[config.mk]
export PLATFORM = sky130hd
export DESIGN_NAME = rso_index
export DESIGN_NICKNAME = d
export VERILOG_FILES = /design/src/rso_pkg.sv /design/src/rso_index.sv
export SDC_FILE = /design/constraint.sdc
export NUM_CORES = 1
export LEC_CHECK = 0
export BUFFER_PORTS_ARGS = -buffer_cell sky130_fd_sc_hd__buf_2
export CORE_UTILIZATION = 40
export CTS_CLUSTER_DIAMETER = 120
export DETAILED_ROUTE_END_ITERATION = 16
export SLEW_MARGIN = 20
export SYNTH_ARGS = -nofsm -noshare
export SYNTH_HDL_FRONTEND = slang
export SYNTH_SLANG_ARGS = --single-unit
[constraint.sdc]
create_clock -name clock -period 5.8 [get_ports clock]
set_clock_uncertainty 0.05 [all_clocks]
set_input_delay 0.29 -clock clock [delete_from_list [all_inputs] [get_ports clock]]
set_output_delay 0.29 -clock clock [all_outputs]
set_load 0.02 [all_outputs]
[src/rso_pkg.sv]
// ============================================================================
// rso_pkg
// Shared types and constants of the quadrature recursive oscillator.
// ============================================================================
package rso_pkg;

   // Configuration register indexes
   localparam int unsigned CSR_ADDR_W = 2;
   localparam int unsigned CSR_DATA_W = 31;

   typedef enum logic [CSR_ADDR_W-1:0] {
      CSR_STEPS_PER_QUADRANT = 2'd0,
      CSR_STEP_SINE          = 2'd1,
      CSR_STEP_COSINE        = 2'd2
   } csr_index_type;

   // Field widths
   localparam int unsigned STEPS_W = 16;
   localparam int unsigned COEF_W  = 31;
   localparam int unsigned INDEX_W = 18;
   localparam int unsigned SAMPLE_W = 32;

   // Packed payload widths, rounded up to whole bytes
   localparam int unsigned REQ_DATA_W = 8;
   localparam int unsigned RSP_FIELDS_W = 2 * SAMPLE_W + INDEX_W + 1;
   localparam int unsigned RSP_DATA_W = ((RSP_FIELDS_W + 7) / 8) * 8;

   // Register reset values (step constants for a twentieth of a quarter turn)
   localparam logic [STEPS_W-1:0] STEPS_RESET = 16'd20;
   localparam logic [COEF_W-1:0]  SINE_RESET  = 31'd84244841;
   localparam logic [COEF_W-1:0]  COSINE_RESET = 31'd1070431801;

   // What to do with the held pair at the current index
   typedef enum logic [2:0] {
      QUAD_LOAD_0 = 3'd0,   // (0, +1)
      QUAD_LOAD_1 = 3'd1,   // (+1, 0)
      QUAD_LOAD_2 = 3'd2,   // (0, -1)
      QUAD_LOAD_3 = 3'd3,   // (-1, 0)
      QUAD_ROTATE = 3'd4    // rotate by the step angle
   } quad_type;

   typedef struct packed {
      logic     exact;
      quad_type quad;
   } step_ctrl_type;

endpackage

[src/rso_index.sv]
// ============================================================================
// rso_index
// Step index sequencer: picks the current index and the quadrant action.
// ============================================================================
module rso_index (
   input  logic                          clock,
   input  logic                          reset,
   input  logic                          advance,
   input  logic                          restart,
   input  logic [rso_pkg::STEPS_W-1:0]   steps,
   output rso_pkg::step_ctrl_type        ctrl,
   output logic [rso_pkg::INDEX_W-1:0]   angle_index
);
   import rso_pkg::*;

   logic [INDEX_W-1:0] step_index_ff;
   logic [INDEX_W-1:0] step_index_in;
   logic [INDEX_W-1:0] full_count;
   logic [INDEX_W-1:0] half_count;
   logic [INDEX_W-1:0] quarter_count;
   logic [INDEX_W-1:0] three_count;
   logic [INDEX_W-1:0] cur_index;
   logic [INDEX_W-1:0] inc_index;

   // Quadrant boundaries
   always_comb begin
      quarter_count = INDEX_W'(steps);
      half_count    = {1'b0, steps, 1'b0};
      full_count    = {steps, 2'b00};
      three_count   = half_count + quarter_count;
   end

   // Restart or an out-of-range index falls back to angle zero
   always_comb begin
      if (restart || (step_index_ff >= full_count)) begin
         cur_index = '0;
      end else begin
         cur_index = step_index_ff;
      end
      inc_index = cur_index + INDEX_W'(1);
      if (inc_index >= full_count) begin
         step_index_in = '0;
      end else begin
         step_index_in = inc_index;
      end
   end

   // Exact load at each quadrant start, rotation elsewhere
   always_comb begin
      ctrl.exact = 1'b1;
      if (cur_index == '0) begin
         ctrl.quad = QUAD_LOAD_0;
      end else if (cur_index == quarter_count) begin
         ctrl.quad = QUAD_LOAD_1;
      end else if (cur_index == half_count) begin
         ctrl.quad = QUAD_LOAD_2;
      end else if (cur_index == three_count) begin
         ctrl.quad = QUAD_LOAD_3;
      end else begin
         ctrl.quad  = QUAD_ROTATE;
         ctrl.exact = 1'b0;
      end
   end

   assign angle_index = cur_index;

   // Advance the index on each accepted item
   always_ff @(posedge clock) begin
      if (reset) begin
         step_index_ff <= '0;
      end else if (advance) begin
         step_index_ff <= step_index_in;
      end
   end

endmodule

Word level (Yosys, flattened, before mapping)
Cells that the tools add are included.
Widths: inputs -> output; s select.
- bits in registers: 18
- word-level logic and storage cells: 20
- add/sub/neg operators: 2
- $lt $le $gt $ge: 2
- equality and inequality tests: 3
- multiplexer cells: 10
- reductions and logical operators: 2
- operators by type and width (cell ; count):
    $ge 18x18->1 ; 2
    $mux 18 ; 2
    $add 17x16->18 ; 1
    $add 18x1->18 const B ; 1
    $eq 18x16->1 ; 1
    $eq 18x17->1 ; 1
    $eq 18x18->1 ; 1
    $logic_not 18->1 ; 1
    $mux 3 ; 4
    $mux 1 ; 4
    $logic_or 1x1->1 ; 1

Logic depth before layout (Yosys ltp)
- word-level depth: 8
- mapped depth: 26
- depth with buffers taken out: 21

Least setup slack after synthesis
OpenSTA, ideal clock, no wires.
- path kind: in2reg
- start: input port steps[7] (netlist bit)
- end: register step_index_ff[11]
- setup time: 0.065 ns
- arrival: 5.220 ns
- data required time: 5.685 ns
- path slack: 0.465 ns
- stages on the path: 25
- cells stage by stage: clkbuf_1 inv_1 ha_1 a2111oi_2 o21ai_1 a22o_1 nor3_1 buf_2 buf_2 buf_2 nand2_1 inv_1 ha_1 nand3_1 nor3_1 nand4_1 xnor2_1 ha_1 nor2b_1 o21ai_0 o2111ai_1 nor2_1 clkbuf_1 a21oi_1 nor2_1
- longest elaborated chain between the ends: 6
- RTL lines (what ; RTL line ; RTL):
    from (decl) ; rso_index.sv:10 ; input logic [rso_pkg::STEPS_W-1:0] steps,
    $ge 18x18->1 (*) ; rso_index.sv:35 ; if (restart || (step_index_ff >= full_count)) begin
    $logic_or 1x1->1 (*) ; rso_index.sv:35 ;
    $mux 18 (*) ; rso_index.sv:35 ;
    named net angle_index, one bit ; rso_index.sv:12 ; output logic [rso_pkg::INDEX_W-1:0] angle_index
    $add 18x1->18 (*) ; rso_index.sv:40 ; inc_index = cur_index + INDEX_W'(1);
    $ge 18x18->1 ; rso_index.sv:41 ; if (inc_index >= full_count) begin
    $mux 18 (*) ; rso_index.sv:41 ;
    to (signal assigned) ; rso_index.sv:72 ; step_index_ff <= step_index_in;
    to (decl) ; rso_index.sv:16 ; logic [INDEX_W-1:0] step_index_ff;
The timed path passes the listed nets; every way through them passes the cells marked *.
A chain may end at the register's enable or synchronous reset.

Final worst setup path
- start: register step_index_ff[2]
- end: register step_index_ff[3]
- longest elaborated chain between the ends: 6
- RTL lines (what ; RTL line):
    $ge 18x18->1 ; rso_index.sv:35
    $logic_or 1x1->1 ; rso_index.sv:35
    $mux 18 (*) ; rso_index.sv:35
    $add 18x1->18 (*) ; rso_index.sv:40
    $ge 18x18->1 ; rso_index.sv:41
    $mux 18 (*) ; rso_index.sv:41
Every way passes the cells marked *; elsewhere a longest branch is shown, timed or not.

==> results.cfg <==
[status]
status = finished, final reports clean

[synth]
synth_area_per_cell_um2 = 7.26
netlist.top_cell.by_area = sky130_fd_sc_hd__ha_1
yosysSeqAreaShare_pct = 9.01
asyncSetResetFlopFracSynth_pct = 0
netlist_instances = 551
yosysUniqueCellTypes = 71
ys.flop_type = sky130_fd_sc_hd__dfxtp_1
mappedNetlistArea_mm2 = 0.00400
syn-num-nets = 623
synth.ff_latch_count = 18
synth_largest_type_area_fraction_pct = 15.9
yosys-top-cells-area = sky130_fd_sc_hd__ha_1 16%, sky130_fd_sc_hd__dfxtp_1 9.0%, sky130_fd_sc_hd__xnor2_1 5.7%
yosys_warnings = 0
synth_enable_flop_cells = 0

[critical_path]
worstSetupEndpointType = flip-flop
max_stage_delay_ns = 0.55
critical_path_class = flip-flop to flip-flop
crit_path_start_kind = flip-flop
worstReg2RegEnd = step_index_ff[3]
critPathBufInv = 3
timing.critical_path.required_ns = 5.89
worst_r2r_path_depth = 22
worst-endpoint-arrival_ns = 5.35
timing.critical_path.cells = inv_1, ha_1, nor4bb_4, o311ai_4, a2111oi_4, nor3_2, nand2_1, inv_1, ha_1, nand3_1, nor3_1, nand4_1, xnor2_1, ha_1, nand4_1, nor2_1, nand2_1, a21oi_1, nor2_1, buf_4, a21oi_1, nor2_1
cp.depth = 22
timing.critical_path.fanout_max = 16
cp_top_family = simple AND/OR/NAND/NOR gates
regToRegStartpoint = step_index_ff[2]
cp_slowest_cell = sky130_fd_sc_hd__dfxtp_1
reg2reg_slack_ns = 0.54

[timing]
timing.final.crit_share_pct = 90.8
max_slew_margin_pct = 55.7
min_tclk_post_route_ns = 5.26
setup_viol = 0
timing_worst_slew_pin_value_ns = 0.664
finalWorstSetupSlack_ns = 0.535
fin_tns_setup_ns = 0
finalHoldViolCount = 0
report.final.slew_viol_count = 0
max_freq_ghz = 0.190
rsz_0062_raised_after_global_routing = no

[floorplan]
initial_core_util_pct = 41.1
io_pins = 42
full_die_area_mm2 = 0.0104
placementRows = 36
placeableCoreArea_mm2 = 0.00973
chipWidth_um = 102
fp.dieH_um = 102

[place]
routabilityCongestion = 1.02
detailedPlace.worstSlack_ns = 0.481
hpwlAfterDp_mm = 10.6
io_buffers = 41

[cells_and_area]
share_of_final_layout_standard_cells_stronger_than_drive_strength_1_pct = 11.3
multiInputGateArea_mm2 = 0.00337
num-nets-final = 647
registers.top_by_ff_count = step_index_ff
insertedDiodeCount = 0
reg_top3 = step_index_ff (18)
fillers = 1050
largest_register_ffs = 18
combined_flip_flop_and_latch_cell_area_um2 = 360
post_synthesis_to_final_layout_area_growth_pct = 8.54

[clock_network]
cts-hold-fix-buffers = 0
htree_num_levels = 1
post-cts-setup-buffer-count = 0
library_cell_used_as_clock_root_buffer = sky130_fd_sc_hd__clkbuf_8
numCtsBuffers = 3
tritoncts = done
clock_sinks = 18
clk_pin_slew_ns = 0.08
clockBufferDepth = 2
worstSkewPairLatency_ns = 0.26
post_cts_resize_count = 0

[route]
drt_first_iter_violations = 306
detailedRoute.firstPassIterationCount = 7
residual_antenna_violating_net_count_after_detailed_routing = 0
routedWlPerCell_um = 19.3
vias_cell = 6.23
totalWireLength_mm = 13.7
drcViolationCount = 0
detailroute.via_count = 4399

[worst_hold_path]
worstHoldStart = reset
worst_hold_path_type = input port to flip-flop
hold_end = step_index_ff[12]
worst_hold_path.num_cells = 2

[power]
power.clock.fraction_pct = 20.3
power_switching_share_pct = 42.5
p_switching_uw = 192
p_int_uw = 260
ir_drop_mv = 0.0616
combPwrFrac_pct = 51.3
pwr-share-seq_pct = 28.4
power_density_over_the_cells_mw_per_mm2 = 104
power.static_leakage_uw = 0.00194

[job]
max_cap_violations = 0

[grt]
grt_first_pass_wirelength_mm = 21.5
antenna_violations_before_repair = 0
grt_start_max_net_pins = 27
grt.total_usage_pct = 26.8
grt_pass1_vias = 4021
globalRoute.totalOverflow = 0
## worst max-delay path by stage
stage                          start                end  slack, ns
floorplan                   steps[7]  step_index_ff[11]       0.46
global placement            steps[7]  step_index_ff[12]       0.70
detailed placement         steps[15]   step_index_ff[3]       0.48
finish              step_index_ff[2]   step_index_ff[3]       0.54
global route        step_index_ff[2]  step_index_ff[15]       0.08
CTS                 step_index_ff[2]   step_index_ff[3]       0.55
## layer usage
metal  vias to the layer above  GRT usage, %  share of wire, %
li1                       2084             -                 -
met1                      2041          35.5                43
met2                       231          43.7                45
met3                        43          5.47               8.6
met4                         0          8.24               3.5
met5                         -             0                 0
## layout make-up
type / instances / share of cell area, %
inverters: 37 / 3.20
clock buffers: 3 / 0.951
multi-input cells: 466 / 77.6
repair buffers: 49 / 6.11
flip-flops and latches: 18 / 8.30
well taps: 133 / 3.83
## cells in the mapped netlist, types with 4 or more instances
library cell,n
sky130_fd_sc_hd__xor2_1,19
sky130_fd_sc_hd__o32ai_1,6
sky130_fd_sc_hd__nor2b_1,24
sky130_fd_sc_hd__o41ai_1,4
sky130_fd_sc_hd__inv_1,36
sky130_fd_sc_hd__and3_1,8
sky130_fd_sc_hd__nand3_1,16
sky130_fd_sc_hd__and2_1,10
sky130_fd_sc_hd__nand2b_1,8
sky130_fd_sc_hd__a21oi_1,45
sky130_fd_sc_hd__xnor3_1,4
sky130_fd_sc_hd__nand2_1,29
sky130_fd_sc_hd__buf_2,4
sky130_fd_sc_hd__dfxtp_1,18
sky130_fd_sc_hd__nor2_1,57
sky130_fd_sc_hd__clkbuf_1,21
sky130_fd_sc_hd__a21o_1,10
sky130_fd_sc_hd__a2111oi_0,4
sky130_fd_sc_hd__o211ai_1,5
sky130_fd_sc_hd__o2111ai_1,4
sky130_fd_sc_hd__xnor2_1,26
sky130_fd_sc_hd__o21ai_0,13
sky130_fd_sc_hd__nand4_1,19
sky130_fd_sc_hd__nor3_1,19
sky130_fd_sc_hd__o21a_1,7
sky130_fd_sc_hd__a41oi_1,4
sky130_fd_sc_hd__ha_1,51
sky130_fd_sc_hd__a211oi_1,5
sky130_fd_sc_hd__nor4_1,10
## power groups by stage
stage          registers, uW  clock network, uW  logic (uW)
2_1_floorplan            128                  0         167
3_3_place_gp             131                  0         223
3_5_place_dp             131                  0         227
4_1_cts                  128               93.8         228
5_1_grt                  129               99.5         255
6_report                 129               91.8         232
## cells in the final DEF (no fill, tap or decap), types with 10 or more instances in the layout
cell and n:
sky130_fd_sc_hd__nor4_1 10, sky130_fd_sc_hd__xor2_1 19, sky130_fd_sc_hd__o21ai_0 13, sky130_fd_sc_hd__nand4_1 19
sky130_fd_sc_hd__buf_2 41, sky130_fd_sc_hd__nand2_1 29, sky130_fd_sc_hd__inv_1 36, sky130_fd_sc_hd__a21oi_1 45
sky130_fd_sc_hd__nand3_1 16, sky130_fd_sc_hd__xnor2_1 26, sky130_fd_sc_hd__a21o_1 10, sky130_fd_sc_hd__nor2_1 57
sky130_fd_sc_hd__nor3_1 18, sky130_fd_sc_hd__dfxtp_1 18, sky130_fd_sc_hd__ha_1 51, sky130_fd_sc_hd__and2_1 10
sky130_fd_sc_hd__nor2b_1 24
## cells by family (layout without fill, tap and decap cells)
| group | Yosys count | in the layout | share of synthesized area, % |
|---|---|---|---|
| compound gates | 145 | 145 | 26.4 |
| xor+xnor | 49 | 49 | 12.1 |
| fa+ha+maj | 52 | 52 | 16.4 |
| buf+inv | 67 | 89 | 6.88 |
| flops | 18 | 18 | 9.01 |
| mux | 2 | 2 | 0.500 |
| simple gates | 218 | 218 | 28.7 |
## through the flow
step	hold slack, ns	instances	total power (uW)	area (um^2)	util [%]
2_1_floorplan	0.453	551	295	4000	-
3_3_place_gp	0.645	703	354	4300	44.2
3_5_place_dp	0.645	703	358	4300	44.2
4_1_cts	0.384	706	450	4340	44.6
5_1_grt	0.398	706	483	4340	44.6
6_report	0.382	706	452	4340	44.6
No activity file was read; power rests on OpenSTA's default activity.
